<file path="src/hw/rtl/chcd_pkg.sv">
// shared widths, types, codes and calendar tables of the hour calendar block
package chcd_pkg;

    // field widths
    localparam int HOUR_W  = 6;
    localparam int DAY_W   = 5;
    localparam int MONTH_W = 4;
    localparam int YEAR_W  = 14;
    localparam int DIFF_W  = 28;
    localparam int CUM_W   = 9;

    // configuration port
    localparam int CFG_IDX_W  = 3;
    localparam int CFG_DATA_W = 14;

    localparam logic [CFG_IDX_W-1:0] REG_HOURS_PER_DAY = 3'd0;
    localparam logic [CFG_IDX_W-1:0] REG_START_HOUR    = 3'd1;
    localparam logic [CFG_IDX_W-1:0] REG_START_DAY     = 3'd2;
    localparam logic [CFG_IDX_W-1:0] REG_START_MONTH   = 3'd3;
    localparam logic [CFG_IDX_W-1:0] REG_START_YEAR    = 3'd4;

    // item kinds
    localparam logic KIND_TICK    = 1'b0;
    localparam logic KIND_COMPARE = 1'b1;

    // reset values
    localparam logic [HOUR_W-1:0]  HPD_RESET   = 6'd24;
    localparam logic [HOUR_W-1:0]  HOUR_RESET  = 6'd0;
    localparam logic [DAY_W-1:0]   DAY_RESET   = 5'd1;
    localparam logic [MONTH_W-1:0] MONTH_RESET = 4'd1;
    localparam logic [YEAR_W-1:0]  YEAR_RESET  = 14'd1;

    localparam int YEAR_LIMIT_DEF = 9999;
    localparam int DAYS_PER_YEAR  = 365;
    localparam logic [MONTH_W-1:0] LAST_MONTH = 4'd12;
    localparam logic [DIFF_W-1:0]  DIFF_MAX   = '1;

    // queue between front and back, and the most items the block can hold
    localparam int QUEUE_DEPTH  = 2;
    localparam int MAX_INFLIGHT = QUEUE_DEPTH + 2;

    // classified item handed from front to back
    typedef struct packed {
        logic               is_cmp;
        logic [HOUR_W-1:0]  hour;
        logic [DAY_W-1:0]   day;
        logic [MONTH_W-1:0] month;
        logic [YEAR_W-1:0]  year;
    } t_cmd;

    // configuration write
    typedef struct packed {
        logic                  wr_en;
        logic [CFG_IDX_W-1:0]  index;
        logic [CFG_DATA_W-1:0] data;
    } t_cfg_wr;

    // days in a month: 28 for month 2, 30 for months 4, 6, 9 and 11, 31 for all other codes
    function automatic logic [DAY_W-1:0] month_len(input logic [MONTH_W-1:0] m);
        logic [DAY_W-1:0] len;
        case (m)
            4'd2:    len = 5'd28;
            4'd4:    len = 5'd30;
            4'd6:    len = 5'd30;
            4'd9:    len = 5'd30;
            4'd11:   len = 5'd30;
            default: len = 5'd31;
        endcase
        return len;
    endfunction

    // days in the months before this one
    function automatic logic [CUM_W-1:0] month_cum(input logic [MONTH_W-1:0] m);
        logic [CUM_W-1:0] cum;
        case (m)
            4'd0:    cum = 9'd0;
            4'd1:    cum = 9'd0;
            4'd2:    cum = 9'd31;
            4'd3:    cum = 9'd59;
            4'd4:    cum = 9'd90;
            4'd5:    cum = 9'd120;
            4'd6:    cum = 9'd151;
            4'd7:    cum = 9'd181;
            4'd8:    cum = 9'd212;
            4'd9:    cum = 9'd243;
            4'd10:   cum = 9'd273;
            4'd11:   cum = 9'd304;
            4'd12:   cum = 9'd334;
            default: cum = 9'd365;
        endcase
        return cum;
    endfunction

endpackage

</file>
<file path="src/hw/rtl/chcd_item_if.sv">
// input channel: tick or compare items
interface chcd_item_if;
    import chcd_pkg::*;

    logic               valid;
    logic               ready;
    logic               kind;
    logic [HOUR_W-1:0]  other_hour;
    logic [DAY_W-1:0]   other_day;
    logic [MONTH_W-1:0] other_month;
    logic [YEAR_W-1:0]  other_year;

    modport source (
        output valid, kind, other_hour, other_day, other_month, other_year,
        input  ready
    );
    modport sink (
        input  valid, kind, other_hour, other_day, other_month, other_year,
        output ready
    );
endinterface

</file>
<file path="src/hw/rtl/chcd_result_if.sv">
// output channel: current date and hour difference
interface chcd_result_if;
    import chcd_pkg::*;

    logic               valid;
    logic               ready;
    logic [HOUR_W-1:0]  cur_hour;
    logic [DAY_W-1:0]   cur_day;
    logic [MONTH_W-1:0] cur_month;
    logic [YEAR_W-1:0]  cur_year;
    logic [DIFF_W-1:0]  hour_difference;

    modport source (
        output valid, cur_hour, cur_day, cur_month, cur_year, hour_difference,
        input  ready
    );
    modport sink (
        input  valid, cur_hour, cur_day, cur_month, cur_year, hour_difference,
        output ready
    );
endinterface

</file>
<file path="src/hw/rtl/calendar_hour_counter_with_difference.sv">
// Hour calendar with no leap years and an hour difference against a given date.
// A front end takes items into a two-entry queue; the back end holds the date
// counters and the result register. Ticks run at one item per clock while the
// result register is free and no compare is in its sequence. A compare item
// runs through four back-end steps (operand latch, day distance with the
// times-365 product, days times hours-per-day product, magnitude and
// saturation), and the back end takes no new item until that sequence ends.
// Items keep being accepted while a result waits, until the queue is full.
// Configuration writes load hours-per-day or a date counter directly; the user
// must make them only while no item is in flight, as the block does not check.
module calendar_hour_counter_with_difference #(
    parameter int YEAR_LIMIT = chcd_pkg::YEAR_LIMIT_DEF
) (
    input  logic                            i_clk,
    input  logic                            i_rst_n,
    chcd_item_if.sink                       i_item,
    chcd_result_if.source                   o_result,
    input  logic                            i_cfg_wr_en,
    input  logic [chcd_pkg::CFG_IDX_W-1:0]  i_cfg_index,
    input  logic [chcd_pkg::CFG_DATA_W-1:0] i_cfg_data
);
    import chcd_pkg::*;

    t_cmd    w_cmd;
    logic    w_cmd_valid;
    logic    w_cmd_pop;
    t_cfg_wr w_cfg;

    // configuration write bundle
    always_comb begin
        w_cfg.wr_en = i_cfg_wr_en;
        w_cfg.index = i_cfg_index;
        w_cfg.data  = i_cfg_data;
    end

    chcd_front u_front (
        .i_clk       (i_clk),
        .i_rst_n     (i_rst_n),
        .i_item      (i_item),
        .o_cmd       (w_cmd),
        .o_cmd_valid (w_cmd_valid),
        .i_cmd_pop   (w_cmd_pop)
    );

    chcd_back #(
        .YEAR_LIMIT (YEAR_LIMIT)
    ) u_back (
        .i_clk       (i_clk),
        .i_rst_n     (i_rst_n),
        .i_cfg       (w_cfg),
        .i_cmd       (w_cmd),
        .i_cmd_valid (w_cmd_valid),
        .o_cmd_pop   (w_cmd_pop),
        .o_result    (o_result)
    );

endmodule

</file>
<file path="src/hw/rtl/chcd_front.sv">
// front end: accepts items, classifies them and queues them for the back end
module chcd_front (
    input  logic           i_clk,
    input  logic           i_rst_n,
    chcd_item_if.sink      i_item,
    output chcd_pkg::t_cmd o_cmd,
    output logic           o_cmd_valid,
    input  logic           i_cmd_pop
);
    import chcd_pkg::*;

    localparam int PTR_W = (QUEUE_DEPTH > 1) ? $clog2(QUEUE_DEPTH) : 1;
    localparam int CNT_W = $clog2(QUEUE_DEPTH + 1);
    localparam logic [PTR_W-1:0] LAST_PTR = PTR_W'(QUEUE_DEPTH - 1);
    localparam logic [CNT_W-1:0] FULL_CNT = CNT_W'(QUEUE_DEPTH);

    t_cmd             r_q [QUEUE_DEPTH];
    logic [PTR_W-1:0] r_wr_ptr, n_wr_ptr;
    logic [PTR_W-1:0] r_rd_ptr, n_rd_ptr;
    logic [CNT_W-1:0] r_count, n_count;
    logic             w_push;
    logic             w_pop;
    t_cmd             w_cmd;

    // classify the incoming item
    always_comb begin
        w_cmd.is_cmp = (i_item.kind == KIND_COMPARE);
        w_cmd.hour   = i_item.other_hour;
        w_cmd.day    = i_item.other_day;
        w_cmd.month  = i_item.other_month;
        w_cmd.year   = i_item.other_year;
    end

    assign i_item.ready = (r_count != FULL_CNT);
    assign w_push       = i_item.valid && i_item.ready;
    assign o_cmd_valid  = (r_count != '0);
    assign w_pop        = i_cmd_pop && o_cmd_valid;
    assign o_cmd        = r_q[r_rd_ptr];

    // queue pointers and fill count
    always_comb begin
        n_wr_ptr = r_wr_ptr;
        n_rd_ptr = r_rd_ptr;
        n_count  = r_count;
        if (w_push) begin
            n_wr_ptr = (r_wr_ptr == LAST_PTR) ? '0 : r_wr_ptr + 1'b1;
        end
        if (w_pop) begin
            n_rd_ptr = (r_rd_ptr == LAST_PTR) ? '0 : r_rd_ptr + 1'b1;
        end
        if (w_push && !w_pop) begin
            n_count = r_count + 1'b1;
        end else if (!w_push && w_pop) begin
            n_count = r_count - 1'b1;
        end
    end

    always_ff @(posedge i_clk) begin
        if (!i_rst_n) begin
            r_wr_ptr <= '0;
            r_rd_ptr <= '0;
            r_count  <= '0;
        end else begin
            r_wr_ptr <= n_wr_ptr;
            r_rd_ptr <= n_rd_ptr;
            r_count  <= n_count;
        end
    end

    // queue storage
    always_ff @(posedge i_clk) begin
        if (w_push) begin
            r_q[r_wr_ptr] <= w_cmd;
        end
    end

endmodule

</file>
<file path="src/hw/rtl/chcd_back.sv">
// back end: calendar counters, tick rollover and the hour difference sequence
module chcd_back #(
    parameter int YEAR_LIMIT = chcd_pkg::YEAR_LIMIT_DEF
) (
    input  logic              i_clk,
    input  logic              i_rst_n,
    input  chcd_pkg::t_cfg_wr i_cfg,
    input  chcd_pkg::t_cmd    i_cmd,
    input  logic              i_cmd_valid,
    output logic              o_cmd_pop,
    chcd_result_if.source     o_result
);
    import chcd_pkg::*;

    localparam int DAYS_W = 26;
    localparam int PROD_W = 34;
    localparam int HD_W   = HOUR_W + 1;

    localparam logic [1:0] ST_IDLE = 2'd0;
    localparam logic [1:0] ST_DAYS = 2'd1;
    localparam logic [1:0] ST_MUL  = 2'd2;
    localparam logic [1:0] ST_OUT  = 2'd3;

    localparam logic [YEAR_W:0] YEAR_LIMIT_X = (YEAR_W + 1)'(YEAR_LIMIT);

    logic [1:0]               r_state, n_state;
    logic [HOUR_W-1:0]        r_hpd;
    logic [HOUR_W-1:0]        r_hour, n_hour;
    logic [DAY_W-1:0]         r_day, n_day;
    logic [MONTH_W-1:0]       r_month, n_month;
    logic [YEAR_W-1:0]        r_year, n_year;
    t_cmd                     r_oth;
    logic signed [DAYS_W-1:0] r_days;
    logic signed [PROD_W-1:0] r_prod;
    logic                     r_out_valid;
    logic [HOUR_W-1:0]        r_out_hour;
    logic [DAY_W-1:0]         r_out_day;
    logic [MONTH_W-1:0]       r_out_month;
    logic [YEAR_W-1:0]        r_out_year;
    logic [DIFF_W-1:0]        r_out_diff;

    logic                     w_out_free;
    logic                     w_do_tick;
    logic                     w_take_cmp;
    logic                     w_load_cmp;
    logic [HOUR_W:0]          w_hour_inc;
    logic [YEAR_W:0]          w_year_inc;
    logic signed [DAYS_W-1:0] w_day_diff;
    logic signed [DAYS_W-1:0] w_year_diff;
    logic signed [DAYS_W-1:0] w_cum_diff;
    logic signed [DAYS_W-1:0] w_days;
    logic signed [HD_W-1:0]   w_hour_diff;
    logic signed [PROD_W-1:0] w_prod;
    logic [PROD_W-1:0]        w_abs;
    logic [DIFF_W-1:0]        w_diff;

    assign w_out_free = !r_out_valid || o_result.ready;
    assign w_do_tick  = (r_state == ST_IDLE) && i_cmd_valid && !i_cmd.is_cmp && w_out_free;
    assign w_take_cmp = (r_state == ST_IDLE) && i_cmd_valid && i_cmd.is_cmp;
    assign w_load_cmp = (r_state == ST_OUT) && w_out_free;
    assign o_cmd_pop  = w_do_tick || w_take_cmp;

    // date after one hour with rollover into day, month and year
    always_comb begin
        w_hour_inc = {1'b0, r_hour} + 1'b1;
        w_year_inc = {1'b0, r_year} + 1'b1;
        n_hour     = r_hour;
        n_day      = r_day;
        n_month    = r_month;
        n_year     = r_year;
        if (w_hour_inc < {1'b0, r_hpd}) begin
            n_hour = w_hour_inc[HOUR_W-1:0];
        end else begin
            n_hour = '0;
            if (r_day < month_len(r_month)) begin
                n_day = r_day + 1'b1;
            end else begin
                n_day = DAY_RESET;
                if (r_month < LAST_MONTH) begin
                    n_month = r_month + 1'b1;
                end else begin
                    n_month = MONTH_RESET;
                    n_year  = (w_year_inc < YEAR_LIMIT_X) ? w_year_inc[YEAR_W-1:0]
                                                          : YEAR_LIMIT_X[YEAR_W-1:0];
                end
            end
        end
    end

    // day distance between the two dates
    always_comb begin
        w_day_diff  = $signed(DAYS_W'(r_oth.day)) - $signed(DAYS_W'(r_day));
        w_year_diff = $signed(DAYS_W'(r_oth.year)) - $signed(DAYS_W'(r_year));
        w_cum_diff  = $signed(DAYS_W'(month_cum(r_oth.month)))
                    - $signed(DAYS_W'(month_cum(r_month)));
        w_days      = w_day_diff + w_year_diff * $signed(DAYS_W'(DAYS_PER_YEAR)) + w_cum_diff;
    end

    // scale days to hours and add the hour distance
    always_comb begin
        w_hour_diff = $signed(HD_W'(r_oth.hour)) - $signed(HD_W'(r_hour));
        w_prod      = PROD_W'(r_days) * $signed(PROD_W'(r_hpd)) + PROD_W'(w_hour_diff);
    end

    // magnitude with saturation
    always_comb begin
        w_abs  = r_prod[PROD_W-1] ? PROD_W'(-r_prod) : PROD_W'(r_prod);
        w_diff = (w_abs > PROD_W'(DIFF_MAX)) ? DIFF_MAX : w_abs[DIFF_W-1:0];
    end

    // sequencer
    always_comb begin
        n_state = r_state;
        case (r_state)
            ST_IDLE: begin
                if (w_take_cmp) begin
                    n_state = ST_DAYS;
                end
            end
            ST_DAYS: n_state = ST_MUL;
            ST_MUL:  n_state = ST_OUT;
            ST_OUT: begin
                if (w_load_cmp) begin
                    n_state = ST_IDLE;
                end
            end
            default: n_state = ST_IDLE;
        endcase
    end

    // control state, configuration and counters
    always_ff @(posedge i_clk) begin
        if (!i_rst_n) begin
            r_state     <= ST_IDLE;
            r_out_valid <= 1'b0;
            r_hpd       <= HPD_RESET;
            r_hour      <= HOUR_RESET;
            r_day       <= DAY_RESET;
            r_month     <= MONTH_RESET;
            r_year      <= YEAR_RESET;
        end else begin
            r_state <= n_state;
            if (w_do_tick || w_load_cmp) begin
                r_out_valid <= 1'b1;
            end else if (o_result.ready) begin
                r_out_valid <= 1'b0;
            end
            if (i_cfg.wr_en) begin
                case (i_cfg.index)
                    REG_HOURS_PER_DAY: r_hpd   <= i_cfg.data[HOUR_W-1:0];
                    REG_START_HOUR:    r_hour  <= i_cfg.data[HOUR_W-1:0];
                    REG_START_DAY:     r_day   <= i_cfg.data[DAY_W-1:0];
                    REG_START_MONTH:   r_month <= i_cfg.data[MONTH_W-1:0];
                    REG_START_YEAR:    r_year  <= i_cfg.data[YEAR_W-1:0];
                    default: ;
                endcase
            end else if (w_do_tick) begin
                r_hour  <= n_hour;
                r_day   <= n_day;
                r_month <= n_month;
                r_year  <= n_year;
            end
        end
    end

    // datapath and result registers
    always_ff @(posedge i_clk) begin
        if (w_take_cmp) begin
            r_oth <= i_cmd;
        end
        if (r_state == ST_DAYS) begin
            r_days <= w_days;
        end
        if (r_state == ST_MUL) begin
            r_prod <= w_prod;
        end
        if (w_do_tick) begin
            r_out_hour  <= n_hour;
            r_out_day   <= n_day;
            r_out_month <= n_month;
            r_out_year  <= n_year;
            r_out_diff  <= '0;
        end else if (w_load_cmp) begin
            r_out_hour  <= r_hour;
            r_out_day   <= r_day;
            r_out_month <= r_month;
            r_out_year  <= r_year;
            r_out_diff  <= w_diff;
        end
    end

    assign o_result.valid           = r_out_valid;
    assign o_result.cur_hour        = r_out_hour;
    assign o_result.cur_day         = r_out_day;
    assign o_result.cur_month       = r_out_month;
    assign o_result.cur_year        = r_out_year;
    assign o_result.hour_difference = r_out_diff;

endmodule

</file>
<file path="src/flat_wrapper.sv">
// flat-port wrapper written by rule: the top's interface ports become plain ports
module calendar_hour_counter_with_difference_flat import chcd_pkg::*;
#(
    parameter int YEAR_LIMIT = chcd_pkg::YEAR_LIMIT_DEF
)
  (i_clk, i_rst_n, i_cfg_wr_en, i_cfg_index, i_cfg_data, i_item_valid, i_item_kind, i_item_other_hour, i_item_other_day, i_item_other_month, i_item_other_year, i_item_ready, o_result_valid, o_result_cur_hour, o_result_cur_day, o_result_cur_month, o_result_cur_year, o_result_hour_difference, o_result_ready);
  chcd_item_if i_item_i ();
  chcd_result_if o_result_i ();
  input  logic i_clk;
  input  logic i_rst_n;
  input  logic i_cfg_wr_en;
  input  logic [chcd_pkg::CFG_IDX_W-1:0] i_cfg_index;
  input  logic [chcd_pkg::CFG_DATA_W-1:0] i_cfg_data;
  input wire logic [$bits(i_item_i.valid)-1:0] i_item_valid;
  input wire logic [$bits(i_item_i.kind)-1:0] i_item_kind;
  input wire logic [$bits(i_item_i.other_hour)-1:0] i_item_other_hour;
  input wire logic [$bits(i_item_i.other_day)-1:0] i_item_other_day;
  input wire logic [$bits(i_item_i.other_month)-1:0] i_item_other_month;
  input wire logic [$bits(i_item_i.other_year)-1:0] i_item_other_year;
  output wire logic [$bits(i_item_i.ready)-1:0] i_item_ready;
  output wire logic [$bits(o_result_i.valid)-1:0] o_result_valid;
  output wire logic [$bits(o_result_i.cur_hour)-1:0] o_result_cur_hour;
  output wire logic [$bits(o_result_i.cur_day)-1:0] o_result_cur_day;
  output wire logic [$bits(o_result_i.cur_month)-1:0] o_result_cur_month;
  output wire logic [$bits(o_result_i.cur_year)-1:0] o_result_cur_year;
  output wire logic [$bits(o_result_i.hour_difference)-1:0] o_result_hour_difference;
  input wire logic [$bits(o_result_i.ready)-1:0] o_result_ready;
  assign i_item_i.valid = i_item_valid;
  assign i_item_i.kind = i_item_kind;
  assign i_item_i.other_hour = i_item_other_hour;
  assign i_item_i.other_day = i_item_other_day;
  assign i_item_i.other_month = i_item_other_month;
  assign i_item_i.other_year = i_item_other_year;
  assign i_item_ready = i_item_i.ready;
  assign o_result_valid = o_result_i.valid;
  assign o_result_cur_hour = o_result_i.cur_hour;
  assign o_result_cur_day = o_result_i.cur_day;
  assign o_result_cur_month = o_result_i.cur_month;
  assign o_result_cur_year = o_result_i.cur_year;
  assign o_result_hour_difference = o_result_i.hour_difference;
  assign o_result_i.ready = o_result_ready;
  calendar_hour_counter_with_difference #(.YEAR_LIMIT(YEAR_LIMIT)) u_core (.i_clk(i_clk), .i_rst_n(i_rst_n), .i_item(i_item_i), .o_result(o_result_i), .i_cfg_wr_en(i_cfg_wr_en), .i_cfg_index(i_cfg_index), .i_cfg_data(i_cfg_data));
endmodule
</file>
<file path="config.mk">
export PLATFORM = sky130hd
export DESIGN_NAME = calendar_hour_counter_with_difference_flat
export DESIGN_NICKNAME = d
export VERILOG_FILES = /design/src/hw/rtl/chcd_pkg.sv /design/src/hw/rtl/chcd_item_if.sv /design/src/hw/rtl/chcd_result_if.sv /design/src/hw/rtl/calendar_hour_counter_with_difference.sv /design/src/hw/rtl/chcd_front.sv /design/src/hw/rtl/chcd_back.sv /design/src/flat_wrapper.sv
export SDC_FILE = /design/constraint.sdc
export NUM_CORES = 1
export LEC_CHECK = 0
export ABC_CLOCK_PERIOD_IN_PS = 16800
export BUFFER_PORTS_ARGS = -buffer_cell sky130_fd_sc_hd__buf_2
export CORE_MARGIN = 1.5
export CORE_UTILIZATION = 55
export CTS_CLUSTER_DIAMETER = 50
export CTS_CLUSTER_SIZE = 30
export DETAILED_ROUTE_END_ITERATION = 8
export GPL_TIMING_DRIVEN = 1
export PLACE_DENSITY_LB_ADDON = 0.12
export SYNTH_ARGS = -nofsm -noshare
export SYNTH_HDL_FRONTEND = slang
export SYNTH_HIERARCHICAL = 1
export SYNTH_SLANG_ARGS = --single-unit
</file>
<file path="constraint.sdc">
create_clock -name i_clk -period 16.8 [get_ports i_clk]
set_input_delay 2.52 -clock i_clk [delete_from_list [all_inputs] [get_ports i_clk]]
set_output_delay 2.52 -clock i_clk [all_outputs]
set_load 0.03 [all_outputs]
</file>
==> impl_metrics.tcl, run 1 <==
set metrics [dict create \
    grt_max_degree 51 \
    clock_sinks 267 \
    rsz0062_at_grt "false" \
    start_kind "flop" \
    fin_crit_sh_pct 47.3 \
    yosysMostFrequentCell "inv_1" \
    fin_skew_ns 0.0462 \
    cp.required_ns 17.21 \
    worstRegToRegCells 28 \
    async_reset_ff_share_pct 0 \
    wl_per_cell_um 16.2 \
    crit_family "adder cells" \
    cap_violations 0 \
    antenna_found_initial 0 \
    hpwl_um 39300 \
    drive_gt1_share_pct 9.25 \
    ctsResizeCount 0 \
    postSynthAreaPerCell_um2 9.93 \
    via_per_inst 5.47 \
    hp-class "flop to flop" \
    place_congestion 0.874 \
    path_class "flop to flop" \
    setup_violations 0 \
    start_util_pct 56.0 \
    top_layer_used "met4" \
    clock_path_buffers 3 \
    cts_tree "done" \
    wl_met1_um 21800 \
    clock_latency_ns 0.60 \
    synth.top_cell.area_share_pct 22.6 \
    final_util_pct 60.9 \
    cts_made_buffers 29 \
    die_area_mm2 0.0442 \
    cts_max_level 1 \
    drcViolationCount 0 \
    grt_pass1_vias 17000 \
    cp-endpoint "u_core/u_back/r_days[25]" \
    outcome "finished clean" \
    grt_pass1_wl_um 81900 \
    cp-end-kind "flop" \
    ys_seq_area_share_pct 30.1 \
    dr_wl_met2_um 24000 \
    synth_nets 2882 \
    worst_r2r_endpoint "u_core/u_back/r_days[25]" \
    holdPathStages 2 \
    synth_cell_type_count 76 \
    slowest_delay_ns 0.89 \
    dr_wl_met3_um 1870 \
    critical_path.max_fanout 12 \
    hold_start "u_core/u_back/o_result.hour_difference[17]" \
    postRouteAntennaNets 0 \
    finalSetupTns_ns 0 \
    finalNetCount 2965 \
    syn_inst 2380 \
    ys.flop_type "edfxtp_1" \
    slew_headroom_pct 15.1 \
    hold_viol 0 \
    num_antenna_cells 0 \
    first_pass_iters 8 \
    cts_setup_buffers 0 \
    ys_ff_latch 267 \
    fin_crit_ns 7.95 \
    grtUsageTotal_pct 22.7 \
    netlist_area_mm2 0.0236 \
    hold_buffers 0 \
    grt-ovfl-total 0 \
    std_cell_rows 75 \
    port_buffers 110 \
    cp.depth 28 \
    yosys.area.top_type "edfxtp_1" \
    synthTopCellsByCount "inv_1, fa_1, ha_1" \
    io_pins 111 \
    tightest_slew_ns 1.26 \
    r2r_slack_ns 8.85 \
    num-fill-cells 3592 \
    cp.arrival_ns 8.36 \
    wl_um 49100 \
    slew_viol_final 0 \
    die_h_um 210 \
    cp_slowest_cell "fa_1" \
    ctsRootBufferMaster "clkbuf_16" \
    drt_iter0_drc 1128 \
    areaGrowthSynthToFinish_pct 8.84 \
    ys_warn_count 6 \
    crit_start "u_core/u_back/r_year[0]" \
    vias 16600 \
    reg2reg_from "u_core/u_back/r_year[0]" \
    synthTopCellsByArea "edfxtp_1, fa_1, ha_1" \
    path_buf_inv 5 \
    die_x_um 210 \
    core-area_mm2 0.0422 \
    fmax_mhz 126 \
    synth_edf_count 178 \
    clk_pin_slew_worst_paths_ns 0.07 \
]
cell usage in the layout (no fill, tap or decap), types with 7 or more instances in the layout:
cell,synthesis,routed
nand4_1,11,11
buf_2,5,110
edfxtp_1,178,178
clkbuf_16,0,29
xnor2_1,59,59
a21oi_1,121,121
inv_1,413,413
mux2i_1,12,12
nor3_1,33,33
o21ai_0,130,130
a21boi_0,7,7
nand3_1,30,30
o21a_1,14,14
or3_1,10,10
nor2_1,99,99
o211ai_1,13,13
mux2_2,35,35
a21o_1,41,41
clkinv_8,0,7
nand2_1,125,125
ha_1,220,220
a22oi_1,9,9
dfxtp_1,89,89
buf_4,0,16
o21bai_1,9,9
or2_2,7,7
xor2_1,51,51
nand2b_1,30,29
and2_1,139,139
nor2b_1,21,20
fa_1,230,230
o31ai_1,17,17
a31oi_1,16,16
and3_1,20,20
o41ai_1,7,7
a211oi_1,13,13
how the worst min path moves through the flow:
| stage | to | slack, ns |
|---|---|---|
| after floorplan | u_core/u_back/r_hour[5] | 0.50 |
| after global placement | u_core/u_back/o_result.hour_difference[17] | 0.52 |
| after detailed placement | u_core/u_back/o_result.hour_difference[10] | 0.52 |
| after CTS | u_core/u_back/o_result.hour_difference[17] | 0.54 |
| after global routing | u_core/u_back/r_oth[18] | 0.57 |
| final | u_core/u_back/o_result.hour_difference[17] | 0.54 |
registers in the layout (all words and copies together), names as in the netlist, 2 cells and up, named ones only:
register                                cells
u_core/u_back/r_month                       4
u_core/u_back/r_year                       14
u_core/u_back/r_days                       26
u_core/u_back/o_result.cur_year            14
u_core/u_back/o_result.hour_difference     28
u_core/u_back/r_state                       2
u_core/u_back/r_hpd                         6
u_core/u_back/r_prod                       34
u_core/u_back/r_oth                        29
u_core/u_back/o_result.cur_day              5
u_core/u_back/o_result.cur_hour             6
u_core/u_back/o_result.cur_month            4
u_core/u_back/r_hour                        6
u_core/u_front/r_q                         60
u_core/u_front/r_count                      2
u_core/u_back/r_day                         5
worst register-to-register path: cells and delay by family, from the launching register on:
| kind | cells | cell delay (ns) |
|---|---|---|
| compound gates | 12 | 2.93 |
| buf+inv | 5 | 0.45 |
| simple gates | 4 | 0.58 |
| flops | 1 | 0.44 |
| fa+ha+maj | 7 | 3.38 |
cell families after synthesis:
group,Yosys count,synth area share (%)
adder cells (fa/ha/maj),450,31.1
XOR/XNOR,110,4.07
AO/OA/AOI/OAI,462,12.3
flip-flops,267,30.1
multiplexers,47,2.17
buffers and inverters,487,7.85
AND/OR/NAND/NOR,557,12.3
per-stage QoR:
stage / cell area [um2] / std cells / setup slack, ns / hold WS [ns]
after floorplan: 23600 / 2380 / 9.93 / 0.500
after global placement: 24700 / 2971 / 9.15 / 0.517
after detailed placement: 24700 / 2971 / 8.91 / 0.523
after CTS: 25700 / 3025 / 8.86 / 0.542
after global routing: 25700 / 3025 / 8.19 / 0.568
final: 25700 / 3025 / 8.85 / 0.537
routing by layer:
layer,vias up,global-route usage [%]
met5,-,0
met4,0,7.12
met3,74,2.61
met2,360,40.2
met1,8000,29.0
li1,8125,-
layout make-up:
type	instances	area [um2]	area share, %
Sequential cell	267	7130	27.7
Tap cell	539	674	2.62
Inverter	413	1550	6.02
Clock inverter	24	317	1.23
Multi-Input combinational cell	1626	14700	57.0
Timing Repair Buffer	126	671	2.61
Clock buffer	30	729	2.83
Power of run 1 is left out: the tool's default activity adds up to more than one toggle a clock period on the data nets, which glitch-free logic cannot reach.
==> run 2: changes to the inputs <==
Settings changed: ABC_AREA from default to 1, ABC_CLOCK_PERIOD_IN_PS 16800 to 6580.
Clock period 16.8 ns to 6.58 ns, I/O delays scaled along.
==> impl_metrics.tcl, run 2 <==
set metrics [dict create \
    cap_violations 0 \
    cp.required_ns 6.85 \
    ys.flop_type "edfxtp_1" \
    vias 18800 \
    layout_commonest_cell "inv_1" \
    io_pins 111 \
    wl_um 57700 \
    hold_buffers 0 \
    final_cell_mix "inv_1, nand2_1, fa_1, ha_1, edfxtp_1" \
    synth_cell_type_count 54 \
    antenna_found_initial 0 \
    fmax_mhz 158 \
    die_x_um 216 \
    cp.arrival_ns 6.58 \
    largest_reg_flops 60 \
    die_h_um 216 \
    die_area_mm2 0.0465 \
    grt_pass1_vias 19300 \
    clock_latency_ns 0.56 \
    cts_max_level 2 \
    synthTopCellsByArea "edfxtp_1, fa_1, ha_1" \
    fin_skew_ns 0.0366 \
    place_ws_ns 0.202 \
    yosysMostFrequentCell "inv_1" \
    multi_input_area_mm2 0.0147 \
    hp-class "flop to flop" \
    syn_inst 2918 \
    grt-ovfl-total 0 \
    grt_pass1_wl_um 94900 \
    critical_path.max_fanout 5 \
    finalHoldWorstSlack_ns 0.494 \
    wl_per_cell_um 15.7 \
    finalNetCount 3550 \
    postSynthAreaPerCell_um2 8.51 \
    fin_area_mm2 0.0274 \
    synth_nets 3420 \
    drt_iter0_drc 1105 \
    tightest_slew_ns 1.13 \
    hpwl_um 47000 \
    synthTopCellsByCount "inv_1, nand2_1, fa_1" \
    cts_tree "done" \
    clk_pin_slew_worst_paths_ns 0.07 \
    grt_max_degree 55 \
    grtUsageTotal_pct 25.4 \
    path_class "flop to flop" \
    yosys.area.top_type "edfxtp_1" \
    netlist_area_mm2 0.0248 \
    stdcell_count 3667 \
    via_per_inst 5.12 \
    clock_sinks 267 \
    ctsRootBufferMaster "clkbuf_16" \
    synth.top_cell.area_share_pct 21.5 \
    slew_viol_final 0 \
    postRouteAntennaNets 0 \
    fin_crit_sh_pct 95.9 \
    seq_area_mm2 0.00713 \
    dpl-instance-area_mm2 0.0262 \
    cts_made_buffers 34 \
    clock_path_buffers 3 \
    fin_ws_ns 0.268 \
    drcViolationCount 0 \
    slew_headroom_pct 24.9 \
    cp-end-kind "flop" \
    top_register "u_core/u_front/r_q" \
    fin_crit_ns 6.31 \
    areaGrowthSynthToFinish_pct 10.2 \
    r2r_slack_ns 0.27 \
    outcome "finished clean" \
    ys_ff_latch 267 \
    port_buffers 110 \
    core-area_mm2 0.0444 \
    first_pass_iters 7 \
    std_cell_rows 77 \
    start_kind "flop" \
    start_util_pct 55.9 \
    setup_violations 0 \
    drive_gt1_share_pct 10.1 \
    top_regs "u_core/u_front/r_q x60, u_core/u_back/r_prod x34, u_core/u_back/r_oth x29" \
    synth_edf_count 178 \
    hold_viol 0 \
    place_congestion 0.901 \
    ys_seq_area_share_pct 28.7 \
    num-fill-cells 3857 \
    async_reset_ff_share_pct 0 \
    dp_cells 3601 \
    ys_warn_count 6 \
]
[run 2: critical path, stage by stage (launching register included)]
cell,delay (ns)
dfxtp_1,0.36
ha_1,0.27
fa_1,0.46
o21ai_2,0.28
nand4_1,0.12
nand3_1,0.18
xor2_1,0.24
inv_1,0.11
ha_1,0.32
ha_1,0.33
xnor2_1,0.22
fa_1,0.47
fa_1,0.55
inv_1,0.05
fa_1,0.52
inv_1,0.04
ha_1,0.35
nand2_1,0.09
nor2_1,0.16
nand4_1,0.11
o211ai_1,0.20
buf_4,0.16
nand4_1,0.10
o21ai_0,0.22
xor2_1,0.11
[run 2: worst paths after layout]
kind,from,endpoint,cells past startpoint
setup / recovery,u_core/u_back/r_year[0],u_core/u_back/r_days[23],24
hold / removal,u_core/u_back/r_hpd[5],u_core/u_back/r_hpd[5],2
hold reg to reg,u_core/u_back/r_hpd[5],u_core/u_back/r_hpd[5],2
setup reg to reg,u_core/u_back/r_year[0],u_core/u_back/r_days[23],24
[run 2: layout make-up]
type                       instances  share of cell area (%)
multi-input combinational       1858                    53.7
sequential                       267                    26.0
inverter                         734                    10.1
clock buffer                      35                    3.20
timing repair buffer             153                    3.19
tap                              592                    2.70
clock inverter                    27                    1.13
antenna                            1                 0.00914
[run 2: logic make-up (layout without fill, tap and decap cells)]
family                     after synthesis  in the layout  synth area share [%]
xor gates and xnor gates               105            105                  3.73
AOI/OAI and AO/OA                      373            373                  8.24
DFF                                    267            267                  28.7
buffers and inverters                  793            949                  12.3
adders and majority gates              450            450                  29.6
other                                    0              1                     0
and+or+nand+nor                        900            900                  15.6
muxes                                   30             30                  1.81
[run 2: per-layer routing]
metal / global-route usage (%) / part of all wire [%]
met5: 0 / 0
met4: 7.95 / 2.4
met3: 2.75 / 3.5
met2: 46.8 / 51
met1: 31.1 / 43
[run 2: stage by stage]
step	utilization, %	TNS, ns
floorplan	-	0
global placement	58.9	0
detailed placement	58.9	0
CTS	61.6	0
global route	61.7	-0.0380
finish	61.7	0
[run 2: timing repair]
item                                    CTS  global route
setup buffers                             0             3
gates resized for setup                   0             8
endpoints found under the setup margin    0             8
Power of run 2 is left out for the same reason.
==> run 3: changes to the inputs <==
Settings changed: SETUP_SLACK_MARGIN from default to 0.3.
==> impl_metrics.tcl, run 3 (same netlist as run 2, synthesis figures left out) <==
set metrics [dict create \
    slew_viol_final 0 \
    grtUsageTotal_pct 25.4 \
    cap_violations 0 \
    hold_viol 0 \
    cts_tree "done" \
    via_per_inst 5.12 \
    grt-ovfl-total 0 \
    fin_skew_ns 0.0386 \
    hpwl_um 47000 \
    path_common_cell "inv_1" \
    fin_crit_sh_pct 91.2 \
    cts_made_buffers 34 \
    std_cell_rows 77 \
    crit_path_cell_trace "ha_1 > fa_2 > o21ai_4 > a21o_1 > xnor2_2 > inv_1 > ha_1 > inv_1 > fa_1 > inv_1 > fa_1 > fa_1 > inv_1 > fa_1 > inv_1 > ha_2 > a21oi_1 > o21ai_0 > a21oi_1 > o21ai_2 > a21oi_1 > o21ai_1 > xor2_1" \
    seq_area_mm2 0.00714 \
    drcViolationCount 0 \
    setup_violations 0 \
    top_register "u_core/u_front/r_q" \
    cp.required_ns 6.86 \
    cp-end-kind "flop" \
    fin_ws_ns 0.578 \
    r2r_slack_ns 0.58 \
    cts_max_level 2 \
    place_congestion 0.901 \
    holdPathStages 2 \
    slew_headroom_pct 23.3 \
    grt_pass1_wl_um 95000 \
    drive_gt1_share_pct 11.3 \
    largest_reg_flops 60 \
    place_ws_ns 0.202 \
    final_cell_mix "inv_1, nand2_1, fa_1, ha_1, edfxtp_1" \
    multi_input_area_mm2 0.0149 \
    grt_max_degree 55 \
    postRouteAntennaNets 0 \
    fin_crit_ns 6.00 \
    reg2reg_from "u_core/u_back/r_year[0]" \
    die_area_mm2 0.0465 \
    num_antenna_cells 0 \
    top_regs "u_core/u_front/r_q x60, u_core/u_back/r_prod x34, u_core/u_back/r_oth x29" \
    hold_start "u_core/u_back/r_hpd[5]" \
    grt_pass1_vias 19300 \
    die_x_um 216 \
    vias 18800 \
    slowest_delay_ns 0.54 \
    drt_iter0_drc 1028 \
    cp_slowest_cell "fa_1" \
    first_pass_iters 5 \
    hp-class "flop to flop" \
    port_buffers 110 \
    areaGrowthSynthToFinish_pct 11.0 \
    clk_pin_slew_worst_paths_ns 0.06 \
    layout_commonest_cell "inv_1" \
    wl_um 57900 \
    critical_path.max_fanout 5 \
    core-area_mm2 0.0444 \
    num-fill-cells 3852 \
    final_util_pct 62.1 \
    crit_family "adder cells" \
    path_buf_inv 5 \
    finalSetupTns_ns 0 \
    wl_per_cell_um 15.8 \
    finalNetCount 3552 \
    clock_latency_ns 0.56 \
    io_pins 111 \
    worst_r2r_endpoint "u_core/u_back/r_days[24]" \
    clock_path_buffers 3 \
    antenna_found_initial 0 \
    die_h_um 216 \
    clock_sinks 267 \
    worstRegToRegCells 23 \
    tightest_slew_ns 1.14 \
    ctsRootBufferMaster "clkbuf_16" \
    rsz0062_at_grt "true" \
    path_class "flop to flop" \
    fmax_mhz 167 \
    start_util_pct 55.9 \
    outcome "finished clean" \
    cp.arrival_ns 6.28 \
    hold_path_end "u_core/u_back/r_hpd[5]" \
    start_kind "flop" \
]
[run 3: per-layer routing]
layer	GRT usage, %	wire [um]	part of all wire [%]
met5	0	0	0
met4	7.95	1380	2.4
met3	2.75	1770	3.1
met2	46.9	29900	52
met1	31.1	24900	43
[run 3: area by class of cell]
cell class	count	area share (%)
clock buffer	35	3.18
clock inverter	27	1.13
inverter	734	9.99
multi-input combinational	1858	53.9
sequential	267	25.9
tap	592	2.69
timing repair buffer	155	3.22
[run 3: worst max-delay path by stage]
| stage | start | endpoint | slack, ns | cells after the start |
|---|---|---|---|---|
| finish | u_core/u_back/r_year[0] | u_core/u_back/r_days[24] | 0.58 | 23 |
| global route | u_core/u_back/r_year[5] | u_core/u_back/r_days[22] | 0.25 | 30 |
| CTS | u_core/u_back/r_year[4] | u_core/u_back/r_days[22] | 0.30 | 26 |
| detailed placement | u_core/u_back/r_year[0] | u_core/u_back/r_days[22] | 0.20 | 24 |
| global placement | u_core/u_back/r_year[0] | u_core/u_back/r_days[22] | 0.34 | 24 |
| floorplan | u_core/u_back/r_day[2] | u_core/u_back/r_days[22] | 0.46 | 26 |
[run 3: timing repair]
item / in CTS / in global routing
gates resized for setup: 2 / 52
setup buffers: 1 / 4
hold buffers: 0 / 0
setup endpoints to repair: 6 / 13
pin swaps: 1 / 8
[run 3: through the flow]
step / instances / cell area (um2) / hold WS, ns
2_1_floorplan: 2918 / 24900 / 0.467
3_3_place_gp: 3601 / 26200 / 0.478
3_5_place_dp: 3601 / 26200 / 0.493
4_1_cts: 3664 / 27400 / 0.503
5_1_grt: 3668 / 27600 / 0.535
6_report: 3668 / 27600 / 0.494
[run 3: tightest hold or removal path, cell delays in order, from the launching register on]
cell and delay [ns]:
dfxtp_1 0.32, inv_1 0.08, a21oi_1 0.06
Power of run 3 is left out for the same reason.
